[src/design/tmas_pkg.sv]
// Shared constants, types and helpers for the trajectory smoother.
// Used by every module in this folder; depends on nothing.
`default_nettype none
package tmas_pkg;

   localparam int MAX_HALF_WINDOW = 63;
   localparam int HIST_DEPTH      = 128;
   localparam int INDEX_W         = 20;

   localparam int DELTA_W   = 32;
   localparam int POS_W     = 48;
   localparam int SUM_W     = 56;
   localparam int HW_W      = 6;
   localparam int DIST_W    = $clog2(HIST_DEPTH);
   localparam int DIVD_W    = SUM_W + 1;
   localparam int DCNT_W    = $clog2(DIVD_W + 1);
   localparam int WIDE_W    = DIVD_W + 1;
   localparam int CSR_ADDR_W = 3;

   localparam int WIN_LIM_I = (MAX_HALF_WINDOW < (HIST_DEPTH - 1) / 2) ?
                              MAX_HALF_WINDOW : (HIST_DEPTH - 1) / 2;
   localparam logic [HW_W-1:0] WIN_LIM = HW_W'(WIN_LIM_I);
   localparam logic [HW_W-1:0] HALF_WINDOW_RESET = HW_W'(30);

   localparam logic [CSR_ADDR_W-3:0] REG_HALF_WINDOW = '0;

   localparam logic signed [WIDE_W-1:0] WIDE_POS_MAX =
      {{(WIDE_W-POS_W+1){1'b0}}, {(POS_W-1){1'b1}}};
   localparam logic signed [WIDE_W-1:0] WIDE_POS_MIN =
      {{(WIDE_W-POS_W+1){1'b1}}, {(POS_W-1){1'b0}}};

   typedef struct packed {
      logic signed [POS_W-1:0] x;
      logic signed [POS_W-1:0] y;
      logic signed [POS_W-1:0] a;
   } pos_type;

   typedef enum logic [2:0] {
      ST_IDLE,
      ST_PLAN,
      ST_RANGE,
      ST_SCAN,
      ST_DIVS,
      ST_DIV,
      ST_OUT
   } state_type;

   function automatic logic signed [POS_W-1:0] sat_pos(logic signed [WIDE_W-1:0] v);
      logic signed [POS_W-1:0] r;
      if (v > WIDE_POS_MAX) begin
         r = WIDE_POS_MAX[POS_W-1:0];
      end else if (v < WIDE_POS_MIN) begin
         r = WIDE_POS_MIN[POS_W-1:0];
      end else begin
         r = v[POS_W-1:0];
      end
      return r;
   endfunction

   function automatic logic signed [WIDE_W-1:0] widen(logic signed [POS_W-1:0] v);
      return {{(WIDE_W-POS_W){v[POS_W-1]}}, v};
   endfunction

endpackage
`default_nettype wire

[src/design/tmas_cell.sv]
// One cell of the history ring: holds the cumulative position of one frame.
// Depends on tmas_pkg.
`default_nettype none
module tmas_cell
   import tmas_pkg::*;
(
   input  wire logic    clock,
   input  wire logic    shift_en,
   input  wire pos_type din,
   output pos_type      dout
);

   pos_type pos_ff;
   pos_type pos_in;

   assign pos_in = shift_en ? din : pos_ff;

   always_ff @(posedge clock) begin
      pos_ff <= pos_in;
   end

   assign dout = pos_ff;

endmodule
`default_nettype wire

[config.mk]
export PLATFORM = sky130hd
export DESIGN_NAME = tmas_cell
export DESIGN_NICKNAME = d
export VERILOG_FILES = /design/src/design/tmas_pkg.sv /design/src/design/tmas_cell.sv
export SDC_FILE = /design/constraint.sdc
export NUM_CORES = 1
export LEC_CHECK = 0
export ABC_AREA = 0
export BUFFER_PORTS_ARGS = -buffer_cell sky130_fd_sc_hd__buf_4
export CORE_AREA = 2 2 112 114
export DETAILED_ROUTE_END_ITERATION = 8
export DIE_AREA = 0 0 114 116
export PLACE_DENSITY = 0.81
export SETUP_SLACK_MARGIN = 0.5
export SYNTH_ARGS = -nofsm -noshare
export SYNTH_HDL_FRONTEND = slang
export SYNTH_SLANG_ARGS = --single-unit
[constraint.sdc]
create_clock -name clock -period 0.8 [get_ports clock]
set_input_delay 0.04 -clock clock [delete_from_list [all_inputs] [get_ports clock]]
set_output_delay 0.04 -clock clock [all_outputs]
set_load 0.01 [all_outputs]
# ---- After elaboration in Yosys (flattened, before gate mapping)
# Cells that the tools add are included.
dict set report totals {
  ff_bits 144
  inputBits 146
  out_inout_bits 144
  word_cells 3
}

# ---- Depth between registers and ports, before layout
dict set report depth {
  depth_word 0
  ltp_mapped 0
}

# ---- Least setup slack after synthesis
# OpenSTA, ideal clock, no wires.
dict set report synth_path {
  kind {register to output}
  startpoint {reg pos_ff (netlist bit dout[0])}
  endpoint {out dout[0] (netlist name)}
  arrival_ns 0.394
  t_required_ns 0.760
  path_slack_ns 0.366
  stages_incl_launch_ff 1
  n_path_buf 0
  cell_sequence {edfxtp_1}
}
# element line_no
set synth_lines {}
lappend synth_lines {{start: declaration} tmas_cell.sv:13} ;# pos_type pos_ff;
lappend synth_lines {{start signal: assignment} tmas_cell.sv:19} ;# pos_ff <= pos_in;
lappend synth_lines {{end: declaration} tmas_cell.sv:10} ;# output pos_type dout
# No word-level cell between the ends.

# ---- Worst setup path in the final report
dict set report layout_path {
  startpoint {reg pos_ff (netlist bit dout[137])}
  endpoint {out dout[137] (netlist name)}
}
# No word-level cell between the ends.

==> impl_metrics.prom <==
# TYPE chip_impl_metric gauge
chip_impl_info{name="synth_area_leaders",value="sky130_fd_sc_hd__edfxtp_1 100%"} 1
chip_impl_metric{name="nets",unit=""} 609
chip_impl_metric{name="synth-compound-area-share",unit=""} 0
chip_impl_metric{name="tightestPinTransition",unit="ns"} 0.186
chip_impl_info{name="hold_class",value="in -> reg"} 1
chip_impl_metric{name="drc",unit=""} 0
chip_impl_info{name="synth_top_cells_by_count",value="144 x sky130_fd_sc_hd__edfxtp_1"} 1
chip_impl_metric{name="p_per_area",unit="nW/um2"} 2390
chip_impl_info{name="cell_family_with_most_cp_delay",value="flip-flops"} 1
chip_impl_metric{name="synth-simple-area-share",unit=""} 0
chip_impl_metric{name="vias_per_cell",unit=""} 4.45
chip_impl_metric{name="top_level_ports",unit=""} 290
chip_impl_metric{name="die_area",unit="um2"} 13200
chip_impl_metric{name="muxShareOfSynthArea",unit=""} 0
chip_impl_metric{name="multi_input_comb_area",unit="um2"} 0
chip_impl_metric{name="synth_enable_flop_cells",unit=""} 144
chip_impl_metric{name="crit_required",unit="ns"} 0.76
chip_impl_metric{name="placedInstanceArea",unit="um2"} 6770
chip_impl_metric{name="mappedNetlistNets",unit=""} 290
chip_impl_metric{name="buffer_ports.inserted",unit=""} 289
chip_impl_info{name="grt_setup_unrepaired",value="true"} 1
chip_impl_info{name="clock_tree_from_tritoncts",value="built"} 1
chip_impl_metric{name="proportion_of_netlist_area_held_by_the_largest_area_contributor",unit=""} 1.00
chip_impl_metric{name="fin_hold_ws",unit="ns"} -0.209
chip_impl_metric{name="fin_cells",unit=""} 622
chip_impl_metric{name="largest_register_ffs",unit=""} 144
chip_impl_metric{name="placedCellCount",unit=""} 589
chip_impl_metric{name="achievable-frequency",unit="MHz"} 944
chip_impl_metric{name="synth_seq_area_share",unit=""} 1.00
chip_impl_metric{name="fin_area",unit="um2"} 7930
chip_impl_metric{name="synth_xor_xnor_area_share",unit=""} 0
chip_impl_metric{name="initial_antenna_violation_count",unit=""} 2
chip_impl_info{name="timing.hold.worst.start",value="din[115]"} 1
chip_impl_metric{name="power.leakage",unit="nW"} 3.32
chip_impl_metric{name="mapped_cell_area",unit="um2"} 4320
chip_impl_metric{name="final.min_clock_period",unit="ns"} 1.06
chip_impl_info{name="critical-path-slowest-cell",value="sky130_fd_sc_hd__edfxtp_1"} 1
chip_impl_metric{name="antennaDiodeCount",unit=""} 0
chip_impl_metric{name="clk_pin_slew_worst_paths",unit="ns"} 0.07
chip_impl_metric{name="timing.final.crit_share",unit=""} 1.32
chip_impl_metric{name="floorplan.initialDensity",unit=""} 0.363
chip_impl_metric{name="final.fill_count",unit=""} 803
chip_impl_metric{name="finalHoldViolCount",unit=""} 145
chip_impl_metric{name="cts_sinks",unit=""} 144
chip_impl_metric{name="num_vias",unit=""} 2770
chip_impl_metric{name="timing.critical_path.fanout_max",unit=""} 1
chip_impl_metric{name="cp_num_buf_inv",unit=""} 1
chip_impl_metric{name="cp_slowest_stage_delay",unit="ns"} 0.44
chip_impl_metric{name="synthToLayoutAreaGrowth",unit="%"} 83.3
chip_impl_metric{name="synthesis.yosys.warnings",unit=""} 0
chip_impl_metric{name="ys_async_sr_fraction",unit=""} 0
chip_impl_metric{name="drv.max_cap_violation_count",unit=""} 0
chip_impl_metric{name="timing.critical_path.arrival",unit="ns"} 1.02
chip_impl_metric{name="cts_max_path_buffers",unit=""} 2
chip_impl_info{name="critical_path.cell_chain",value="buf_6"} 1
chip_impl_metric{name="multiInputCombCellCount",unit=""} 0
chip_impl_metric{name="hold_path_depth",unit=""} 1
chip_impl_metric{name="post-place-ws",unit="ns"} 0.0126
chip_impl_metric{name="track_usage",unit=""} 0.185
chip_impl_metric{name="place.gp.congestion",unit=""} 0.773
chip_impl_metric{name="grt_pass1_vias",unit=""} 3130
chip_impl_metric{name="cts-buffers-inserted",unit=""} 17
chip_impl_metric{name="grt_start_max_net_pins",unit=""} 21
chip_impl_metric{name="post_route_cells_drive_above_1_share",unit=""} 0.693
chip_impl_info{name="synth.most_common_cell",value="sky130_fd_sc_hd__edfxtp_1"} 1
chip_impl_metric{name="dieHeight",unit="um"} 116
chip_impl_metric{name="clock_tree.htree_level_count",unit=""} 4
chip_impl_info{name="cts-root-buf",value="sky130_fd_sc_hd__clkbuf_16"} 1
chip_impl_info{name="main_flop_type_after_synthesis",value="sky130_fd_sc_hd__edfxtp_1"} 1
chip_impl_metric{name="timing.final.setup_violations",unit=""} 144
chip_impl_metric{name="die_width",unit="um"} 114
chip_impl_metric{name="fin_setup_tns",unit="ns"} -25.30
chip_impl_metric{name="placementRows",unit=""} 40
chip_impl_metric{name="ant_nets",unit=""} 0
chip_impl_metric{name="synthesized_area_fraction_occupied_by_adder_cells",unit=""} 0
chip_impl_metric{name="finalWorstSetupSlack",unit="ns"} -0.259
chip_impl_info{name="yosysTopAreaCell",value="sky130_fd_sc_hd__edfxtp_1"} 1
chip_impl_info{name="violations",value="negative hold slack, negative setup slack"} 1
chip_impl_metric{name="routed_wl",unit="um"} 12400
chip_impl_metric{name="first_iter_violations",unit=""} 158
chip_impl_metric{name="syn_area_per_cell",unit="um2"} 30.0
chip_impl_info{name="setup.worst_path.end_class",value="primary output"} 1
chip_impl_metric{name="grt-ovfl-total",unit=""} 0
chip_impl_metric{name="synth_seq_cells",unit=""} 144
chip_impl_info{name="critical_path.startpoint_type",value="register"} 1
chip_impl_metric{name="timing.final.max_slew_violations",unit=""} 0
chip_impl_info{name="min_to",value="dout[115]$_DFFE_PP_"} 1
chip_impl_metric{name="detail_route.wl_per_cell",unit="um"} 19.9
chip_impl_metric{name="grt_pass1_wl",unit="um"} 17000
chip_impl_info{name="status",value="finished, violations left"} 1
chip_impl_metric{name="detailedRoute.firstPassIterationCount",unit=""} 4
chip_impl_metric{name="slew_headroom",unit=""} 0.876
chip_impl_metric{name="syn-instance-count",unit=""} 144
chip_impl_metric{name="floorplan.core_area",unit="um2"} 11900
chip_impl_info{name="worst-setup-path-type",value="reg -> out"} 1
chip_impl_metric{name="vdd_ir_drop_max",unit="mV"} 1.90
chip_impl_metric{name="post_cts_buffers",unit=""} 0
chip_impl_metric{name="ys_types",unit=""} 1
routing by layer:
metal | global-route usage | routed length, um | up-vias
li1 | - | - | 1234
met2 | 0.328 | 6880 | 167
met1 | 0.169 | 3760 | 1329
met5 | 0 | 23 | -
met3 | 0.0962 | 1280 | 36
met4 | 0.110 | 452 | 4
placed cells by master, fill, tap and decap left out, types with 2 or more instances in the layout:
cell                           n
sky130_fd_sc_hd__clkinvlp_4    4
sky130_fd_sc_hd__clkinv_2      2
sky130_fd_sc_hd__buf_4       156
sky130_fd_sc_hd__buf_6       138
sky130_fd_sc_hd__clkbuf_16    17
sky130_fd_sc_hd__buf_16        4
sky130_fd_sc_hd__edfxtp_1    144
sky130_fd_sc_hd__clkinv_4      4
logic make-up after synthesis:
family	after synthesis
flops	144
cell type report:
| cell class | instances | area, um2 | share of cell area |
|---|---|---|---|
| timing repair buffer | 300 | 2870 | 0.362 |
| sequential | 144 | 4320 | 0.546 |
| tap | 147 | 184 | 0.0232 |
| clock buffer | 18 | 429 | 0.0542 |
| clock inverter | 13 | 118 | 0.0148 |
where the power goes:
group	internal, mW	leakage (nW)	total [mW]	switching, mW
clock	4.25	0.256	7.31	3.06
combinational	1.51	1.65	2.35	0.842
sequential	8.99	1.41	9.27	0.281
what timing repair did:
action / in CTS / in global routing
pin swaps: 0 / 0
gates cloned: 2 / 0
gates resized for setup: 121 / 25
hold endpoints to repair: 145 / 145
setup endpoints to repair: 234 / 144
how the worst max path moves through the flow:
stage,start,endpoint,cells past startpoint
floorplan,dout[0]$_DFFE_PP_,dout[0],0
global placement,shift_en,dout[66]$_DFFE_PP_,2
detailed placement,shift_en,dout[54]$_DFFE_PP_,2
CTS,dout[63]$_DFFE_PP_,dout[63],1
global route,dout[137]$_DFFE_PP_,dout[137],1
finish,dout[137]$_DFFE_PP_,dout[137],1
stage by stage:
stage	power (mW)	utilization
after floorplan	9.62	-
after global placement	11.2	0.569
after detailed placement	11.3	0.569
after CTS	19.0	0.657
after global routing	19.6	0.665
final	18.9	0.665
Note: power is estimated with default switching activity, not from simulation.
