## config.mk

```make
export PLATFORM = sky130hd
export DESIGN_NAME = tmas_divider
export DESIGN_NICKNAME = d
export VERILOG_FILES = /design/src/design/tmas_pkg.sv /design/src/design/tmas_divider.sv
export SDC_FILE = /design/constraint.sdc
export NUM_CORES = 1
export LEC_CHECK = 0
export ABC_AREA = 1
export BUFFER_PORTS_ARGS = -buffer_cell sky130_fd_sc_hd__buf_2
export CORE_ASPECT_RATIO = 0.6
export CORE_MARGIN = 2
export CORE_UTILIZATION = 40
export CTS_CLUSTER_DIAMETER = 60
export DETAILED_ROUTE_END_ITERATION = 16
export PLACE_DENSITY = 0.71
export REMOVE_ABC_BUFFERS = 1
export SLEW_MARGIN = 20
export SYNTH_ARGS = -nofsm -noshare
export SYNTH_HDL_FRONTEND = slang
export SYNTH_SLANG_ARGS = --single-unit
```

## constraint.sdc

```tcl
create_clock -name clock -period 2.35 [get_ports clock]
set_input_delay 0.3525 -clock clock [delete_from_list [all_inputs] [get_ports clock]]
set_output_delay 0.3525 -clock clock [all_outputs]
set_load 0.03 [all_outputs]
```

## src/design/tmas_pkg.sv

```systemverilog
// Shared constants, types and helpers for the trajectory smoother.
// Used by every module in this folder; depends on nothing.
`default_nettype none
package tmas_pkg;

   localparam int MAX_HALF_WINDOW = 63;
   localparam int HIST_DEPTH      = 128;
   localparam int INDEX_W         = 20;

   localparam int DELTA_W   = 32;
   localparam int POS_W     = 48;
   localparam int SUM_W     = 56;
   localparam int HW_W      = 6;
   localparam int DIST_W    = $clog2(HIST_DEPTH);
   localparam int DIVD_W    = SUM_W + 1;
   localparam int DCNT_W    = $clog2(DIVD_W + 1);
   localparam int WIDE_W    = DIVD_W + 1;
   localparam int CSR_ADDR_W = 3;

   localparam int WIN_LIM_I = (MAX_HALF_WINDOW < (HIST_DEPTH - 1) / 2) ?
                              MAX_HALF_WINDOW : (HIST_DEPTH - 1) / 2;
   localparam logic [HW_W-1:0] WIN_LIM = HW_W'(WIN_LIM_I);
   localparam logic [HW_W-1:0] HALF_WINDOW_RESET = HW_W'(30);

   localparam logic [CSR_ADDR_W-3:0] REG_HALF_WINDOW = '0;

   localparam logic signed [WIDE_W-1:0] WIDE_POS_MAX =
      {{(WIDE_W-POS_W+1){1'b0}}, {(POS_W-1){1'b1}}};
   localparam logic signed [WIDE_W-1:0] WIDE_POS_MIN =
      {{(WIDE_W-POS_W+1){1'b1}}, {(POS_W-1){1'b0}}};

   typedef struct packed {
      logic signed [POS_W-1:0] x;
      logic signed [POS_W-1:0] y;
      logic signed [POS_W-1:0] a;
   } pos_type;

   typedef enum logic [2:0] {
      ST_IDLE,
      ST_PLAN,
      ST_RANGE,
      ST_SCAN,
      ST_DIVS,
      ST_DIV,
      ST_OUT
   } state_type;

   function automatic logic signed [POS_W-1:0] sat_pos(logic signed [WIDE_W-1:0] v);
      logic signed [POS_W-1:0] r;
      if (v > WIDE_POS_MAX) begin
         r = WIDE_POS_MAX[POS_W-1:0];
      end else if (v < WIDE_POS_MIN) begin
         r = WIDE_POS_MIN[POS_W-1:0];
      end else begin
         r = v[POS_W-1:0];
      end
      return r;
   endfunction

   function automatic logic signed [WIDE_W-1:0] widen(logic signed [POS_W-1:0] v);
      return {{(WIDE_W-POS_W){v[POS_W-1]}}, v};
   endfunction

endpackage
`default_nettype wire

```

## src/design/tmas_divider.sv

```systemverilog
// Restoring serial divider, one quotient bit per cycle.
// Depends on tmas_pkg.
`default_nettype none
module tmas_divider
   import tmas_pkg::*;
(
   input  wire logic              clock,
   input  wire logic              reset,
   input  wire logic              start,
   input  wire logic [DIVD_W-1:0] dividend,
   input  wire logic [DIST_W-1:0] divisor,
   output logic                   done,
   output logic [DIVD_W-1:0]      quotient
);

   logic [DIVD_W-1:0] quot_ff, quot_in;
   logic [DIST_W-1:0] rem_ff, rem_in;
   logic [DIST_W-1:0] dvs_ff, dvs_in;
   logic [DCNT_W-1:0] cnt_ff, cnt_in;
   logic              busy_ff, busy_in;
   logic              done_ff, done_in;
   logic [DIST_W:0]   shifted;
   logic [DIST_W:0]   trial;

   always_comb begin
      quot_in = quot_ff;
      rem_in  = rem_ff;
      dvs_in  = dvs_ff;
      cnt_in  = cnt_ff;
      busy_in = busy_ff;
      done_in = 1'b0;
      shifted = {rem_ff, quot_ff[DIVD_W-1]};
      trial   = shifted - {1'b0, dvs_ff};
      if (start) begin
         quot_in = dividend;
         rem_in  = '0;
         dvs_in  = divisor;
         cnt_in  = '0;
         busy_in = 1'b1;
      end else if (busy_ff) begin
         if (!trial[DIST_W]) begin
            rem_in  = trial[DIST_W-1:0];
            quot_in = {quot_ff[DIVD_W-2:0], 1'b1};
         end else begin
            rem_in  = shifted[DIST_W-1:0];
            quot_in = {quot_ff[DIVD_W-2:0], 1'b0};
         end
         cnt_in = cnt_ff + 1'b1;
         if (cnt_ff == DCNT_W'(DIVD_W - 1)) begin
            busy_in = 1'b0;
            done_in = 1'b1;
         end
      end
   end

   always_ff @(posedge clock) begin
      quot_ff <= quot_in;
      rem_ff  <= rem_in;
      dvs_ff  <= dvs_in;
      cnt_ff  <= cnt_in;
      if (reset) begin
         busy_ff <= 1'b0;
         done_ff <= 1'b0;
      end else begin
         busy_ff <= busy_in;
         done_ff <= done_in;
      end
   end

   assign done     = done_ff;
   assign quotient = quot_ff;

endmodule
`default_nettype wire

```

======== After elaboration in Yosys (flattened, before gate mapping) ========
Index checks and enable logic that the tools add are counted.
storage, ports and cells
  bits in registers ....................... 79
  output and inout port bits .............. 58
  logic and storage cells ................. 20
cells by class
  reductions and logical operators ........ 2
  add/sub/neg operators ................... 2
  bitwise gates (word level) .............. 1
  eq/ne operators ......................... 1
  muxes and demuxes ....................... 8
operator list
  operator               count
  $mux W57               2
  $sub A8 B7 Y8          1
  $mux W7                1
  $add A6 B1 Y6 const B  1
  $eq A6 B6 Y1 const B   1
  $mux W1                5
  $reduce_or A3 Y1       1
  $reduce_bool A2 Y1     1
  $not A1 Y1             1

======== Longest topological paths before layout ========
Gate-level depths: netlist (run 1).
  depth after elaboration ................. 4
  gate-level depth with buffers ........... 12

======== Least setup slack after synthesis (run 1) ========
OpenSTA, ideal clock, no wires.
  kind .................................... in2reg
  start ................................... in start
  end ..................................... reg quot_ff[0], in the netlist quotient[0], enable pin
  path slack .............................. 251 ps
  setup time .............................. 412 ps
  data required time ...................... 1938 ps
  stages .................................. 3
  data arrival time ....................... 1687 ps
  path buffers ............................ 1
  path through ............................ clkbuf_8 nor2_4 inv_1
on the way
  word-level cells in the longest chain between the ends .. 1
RTL lines
  element                       RTL line            RTL
  from (decl)                   tmas_divider.sv:9   input wire logic start,
  $reduce_bool A2 Y1 (no line)  n/a
  to (signal assigned)          tmas_divider.sv:57  quot_ff <= quot_in;
  to (decl)                     tmas_divider.sv:16  logic [DIVD_W-1:0] quot_ff, quot_in;
No other way between the ends.
A chain may end at the register's enable or synchronous reset.

======== Worst setup path after layout (run 1) ========
  start ................................... reg quot_ff[56], in the netlist quotient[56]
  end ..................................... reg rem_ff[4]
on the way
  word-level cells in the longest chain between the ends .. 2
RTL lines
  element               RTL line            RTL
  $sub A8 B7 Y8         tmas_divider.sv:33  trial = shifted - {1'b0, dvs_ff};
  $mux W7               tmas_divider.sv:41  if (!trial[DIST_W]) begin
  to (signal assigned)  tmas_divider.sv:58  rem_ff <= rem_in;
  to (decl)             tmas_divider.sv:17  logic [DIST_W-1:0] rem_ff, rem_in;
No other way between the ends.

==> metrics.cfg, run 1 <==
[setup_path]
reg2reg_depth=10
crit_path_end_kind=flip-flop
cp.required_ns=2.58
cp_max_fo=3
crit_family=adder cells
cpMaxStageDelayCell=fa_1
cp.depth=10
cpPeakStageDelay_ns=0.46
start_kind=flip-flop
crit_top_cell=nand3_1
worstSetupPathType=flip-flop to flip-flop
path_cells=inv_1 -> ha_1 -> inv_2 -> fa_1 -> nand3_1 -> nand3_1 -> xnor2_1 -> nand2_1 -> nand3_1 -> nand2_1
critPathArrivalTime_ns=2.03
critPathBufInv=2

[clock_tree]
post_cts_resized=0
htree_levels=3
cts_tree=yes
insertion_delay_ns=0.34
holdBufCountCts=0
cts.sinks=79
root_buffer=clkbuf_16
clk_path_buf_depth=2
cts_setup_buffers=0
cts_made_buffers=9
clk_pin_slew_ns=0.06

[grt]
met2_usage=0.262
grt_util_all_layers=0.185
grt_pass1_wl_um=14400
grt_use_met3=0.0627
grt_max_degree=46
met1_usage=0.265
grt_pass1_vias=2875
grt_antenna_before_repair=0
busiest_layer=met1
grt-ovfl-total=0

[die]
chipWidth_um=129
row_count=27
die-height_um=78.9
initial_core_util=0.410
core-area_mm2=0.00912
io_pins=125
die-area_mm2=0.0102

[route]
vias=3062
routed_wirelength_um=8920
first_pass_iters=4
drc=0
antenna_left=0
routed_via_density=4.65
drt_iter0_markers=196
wire_per_inst_um=13.6

[power]
power_leakage_nw=2.41
ir_worst_vdd_mv=0.430
powerDensity_mw_per_mm2=790

[timing]
max_freq_ghz=0.556
finalHoldViolations=0
fin_tns_setup_ns=0
fin_hold_ws_ns=0.186
setup_viol=0
slew_headroom=0.686
rsz0062_at_grt=no
worst_slew_pin_slew_ns=0.471
min_period_ns=1.80
finalMaxSlewViolations=0
layout_worst_path_cycle_share=0.766
clock_skew_ns=0.00585

[final_layout]
utilization=0.524
final_cells=658
diodes=0
nets=614
drive_gt1_frac=0.290
fill_cells=856
area_growth_pct=27.9

[yosys]
syn_avg_cell_area_um2=9.11
synth_warnings=0
syn_area_mm2=0.00374
yosysSeqAreaShare=0.595
async_flop_share=0
synthFlopType=edfxtp_1
synth_edf_count=64
syn_inst=410
synth_top_area_frac=0.514
ys_types=33
synth_area_leaders=edfxtp_1 (51%), nand2_1 (22%), dfxtp_1 (8.0%), ha_1 (3.0%), inv_1 (3.0%)
synth.ff_latch_count=79
synth_area_leader_cell=edfxtp_1

[place]
portBuffers=124
dp_cells=642
post-dp-hpwl_um=6570
gp_congestion=0.831

[worst_hold_path]
hp-class=input pin to flip-flop
hold_depth=1

[job]
cap_violations=0

[run_status]
outcome=complete, no violations

[sequential cells by signal (all words and copies together) (netlist names)]
register and count:
rem_ff 7, done 1, quotient 57, busy_ff 1, cnt_ff 6, dvs_ff 7
[power breakdown]
group	total (mW)	internal [mW]	switching, mW
registers	1.74	1.67	0.0694
clock network	1.36	0.817	0.543
logic	0.677	0.210	0.468
[layout make-up]
cell class                 count  area, µm²  area share
clock buffer                  10        229      0.0479
inverter                      33        124      0.0259
timing repair buffer         129        671       0.140
multi-input combinational    285       1330       0.278
sequential                    79       2220       0.465
tap                          116        145      0.0304
clock inverter                 6       61.3      0.0128
[path summary, 6_finish.rpt]
kind | start | endpoint | slack, ns
worst min-delay path | divisor[2] | dvs_ff[2]$_DFFE_PP_ | 0.19
worst min register to register | rem_ff[5]$_SDFFE_PP0P_ | rem_ff[5]$_SDFFE_PP0P_ | 0.48
worst max-delay path | quotient[56]$_DFFE_PP_ | rem_ff[4]$_SDFFE_PP0P_ | 0.55
worst max register to register | quotient[56]$_DFFE_PP_ | rem_ff[4]$_SDFFE_PP0P_ | 0.55
[cell usage in the layout (no fill, tap or decap), drive strengths merged, types with 6 or more instances in the layout]
cell type  instances
nand2            223
buf              129
edfxtp            64
inv               32
nand3             16
dfxtp             15
clkbuf            10
ha                 9
nor2               9
a21oi              6
[per-stage QoR]
step / instance area (µm²) / setup WS [ns] / total power [mW]
6_report: 4780 / 0.550 / 3.77
3_3_place_gp: 4490 / 0.640 / 2.42
3_5_place_dp: 4490 / 0.568 / 2.45
5_1_grt: 4780 / 0.387 / 3.94
4_1_cts: 4780 / 0.555 / 3.81
2_1_floorplan: 3670 / 0.316 / 2.19
[per-layer routing]
layer,vias up,wire length (µm)
met2,106,3650
met5,-,0
li1,1566,-
met4,0,117
met1,1380,4530
met3,10,617
[cells by family (layout without fill, tap and decap cells)]
family | count (synthesis) | in the layout | synth area share
simple gates | 260 | 260 | 0.292
fa+ha+maj | 10 | 10 | 0.0355
compound gates | 12 | 12 | 0.0208
xor+xnor | 3 | 3 | 0.00703
flops | 79 | 79 | 0.595
buf+inv | 46 | 178 | 0.0502
[synth_stat cells, types with 2 or more instances]
library cell / number
a211oi_1: 2
a21oi_1: 5
buf_2: 4
clkbuf_1: 8
dfxtp_1: 15
edfxtp_1: 64
ha_1: 9
inv_1: 30
inv_2: 2
nand2_1: 218
nand2_2: 3
nand2_4: 2
nand3_1: 14
nand3b_1: 5
nand4_1: 2
nor2_1: 6
nor2_4: 2
nor3_1: 2
o21ai_1: 2
xnor2_1: 2
(Power assumes the default switching activity.)
==> inputs of run 2 (changes only) <==
==> constraint.sdc (replaced) <==
create_clock -name clock -period 1.81 [get_ports clock]
set_input_delay 0.2715 -clock clock [delete_from_list [all_inputs] [get_ports clock]]
set_output_delay 0.2715 -clock clock [all_outputs]
set_load 0.03 [all_outputs]
==> run 2 against run 1 <==
Effect of this change: clock-buffer cell count is 4 higher; fmax is 4.1% higher; clock power is 34% higher.
==> metrics.cfg, run 2 (same netlist as run 1, synthesis figures left out) <==
[timing]
clock_skew_ns=0.00623
slew_headroom=0.762
fin_hold_ws_ns=0.109
finalHoldViolations=0
worst_slew_pin_slew_ns=0.354
max_freq_ghz=0.578
setup_viol=0
layout_worst_path_cycle_share=0.955
min_period_ns=1.73
finalMaxSlewViolations=0

[setup_path]
cpPeakStageDelay_ns=0.39
crit_top_cell=nand3_1
cp.required_ns=2.04
critPathArrivalTime_ns=1.96
critPathBufInv=2
cpMaxStageDelayCell=edfxtp_1
crit_path_end_kind=flip-flop
start_kind=flip-flop
worstSetupPathType=flip-flop to flip-flop
cp_max_fo=3
crit_family=adder cells
path_cells=inv_1 -> ha_1 -> inv_2 -> fa_2 -> nand3_1 -> nand3_1 -> xnor2_1 -> nand2_1 -> nand3_1 -> nand2_1

[die]
row_count=27
initial_core_util=0.410
chipWidth_um=129
die-height_um=78.9
die-area_mm2=0.0102
core-area_mm2=0.00912
io_pins=125

[place]
post-dp-hpwl_um=6650
portBuffers=124
gp_congestion=0.946

[route]
routed_wirelength_um=9450
first_pass_iters=5
drt_iter0_markers=227
vias=3132
wire_per_inst_um=14.2
antenna_left=0
drc=0
routed_via_density=4.70

[grt]
grt-ovfl-total=0
met2_usage=0.262
grt_util_all_layers=0.189
grt_max_degree=37
met1_usage=0.279
busiest_layer=met1
grt_use_met3=0.0647
grt_pass1_vias=2962
grt_pass1_wl_um=14700
grt_antenna_before_repair=0

[power]
powerDensity_mw_per_mm2=1010
p_comb_frac=0.185
power_leakage_nw=2.46
clkPwrFrac=0.364
ir_worst_vdd_mv=0.567
p_sw_frac=0.281
p_seq_frac=0.451
intPower_mw=3.59
p_switching_mw=1.41

[clock_tree]
cts_tree=yes
root_buffer=clkbuf_16
clk_pin_slew_ns=0.06
insertion_delay_ns=0.33
cts_made_buffers=9
htree_levels=3
clk_path_buf_depth=2
cts.sinks=79

[final_layout]
diodes=0
layout_common_cells=nand2_1 (216), buf_2 (124), edfxtp_1 (64), inv_1 (29), dfxtp_1 (15)
area_growth_pct=32.0
nets=623
drive_gt1_frac=0.314
final_common_cell=nand2_1
largest_reg_flops=57
utilization=0.541

[worst_hold_path]
hp-class=input pin to flip-flop

[run_status]
outcome=complete, no violations

[job]
cap_violations=0

==> run 2: final cells by class <==
| cell class | count | area (µm²) |
|---|---|---|
| Fill cell | 875 | 4190 |
| Multi-Input combinational cell | 287 | 1410 |
| Clock buffer | 14 | 297 |
| Clock inverter | 2 | 10.0 |
| Inverter | 33 | 124 |
| Timing Repair Buffer | 136 | 723 |
| Tap cell | 116 | 145 |
| Sequential cell | 79 | 2220 |
==> run 2: path summary, 6_finish.rpt <==
| kind | start | to | slack (ns) | cells after the start |
|---|---|---|---|---|
| max | quotient[56]$_DFFE_PP_ | rem_ff[4]$_SDFFE_PP0P_ | 0.08 | 10 |
| min | divisor[5] | dvs_ff[5]$_DFFE_PP_ | 0.11 | 1 |
| max reg2reg | quotient[56]$_DFFE_PP_ | rem_ff[4]$_SDFFE_PP0P_ | 0.08 | 10 |
| min reg2reg | cnt_ff[3]$_SDFFE_PP0P_ | cnt_ff[3]$_SDFFE_PP0P_ | 0.49 | 1 |
==> run 2: metrics by stage <==
stage / total power, mW / setup slack (ns) / instances / instance area (µm²) / TNS [ns]
floorplan: 2.84 / -0.224 / 397 / 3670 / -12.84
global placement: 3.16 / 0.162 / 645 / 4510 / 0
detailed placement: 3.18 / 0.0661 / 645 / 4510 / 0
CTS: 5.02 / 0.0465 / 661 / 4820 / 0
global route: 5.23 / -0.000513 / 667 / 4930 / -0.000513
finish: 5.00 / 0.0807 / 667 / 4930 / 0
==> run 2: worst register-to-register path, stage by stage (launching register included) <==
cell and delay (ns):
edfxtp_1 0.39, inv_1 0.10, ha_1 0.17, inv_2 0.06
fa_2 0.38, nand3_1 0.10, nand3_1 0.10, xnor2_1 0.15
nand2_1 0.07, nand3_1 0.06, nand2_1 0.04
==> run 2: power groups by stage <==
stage                     clock [mW]  combinational (mW)  sequential, mW
after floorplan                    0               0.293            2.55
final                           1.82               0.925            2.25
after CTS                       1.87               0.898            2.25
after detailed placement           0               0.897            2.29
after global routing            1.94                1.01            2.28
after global placement             0               0.878            2.28
==> run 2: timing repair <==
| action | 4_1_cts | 5_1_grt |
|---|---|---|
| hold buffers | 0 | 0 |
| endpoints found under the setup margin | 0 | 7 |
| buffers inserted | 0 | 4 |
| gates resized for setup | 0 | 11 |
==> run 2: routing by layer <==
metal  wire (µm)  share of wire  up-vias
met5           0              0        -
met4          73         0.0077        0
met3         789          0.084        8
met2        3900           0.41      118
met1        4680           0.50     1418
li1            -              -     1588
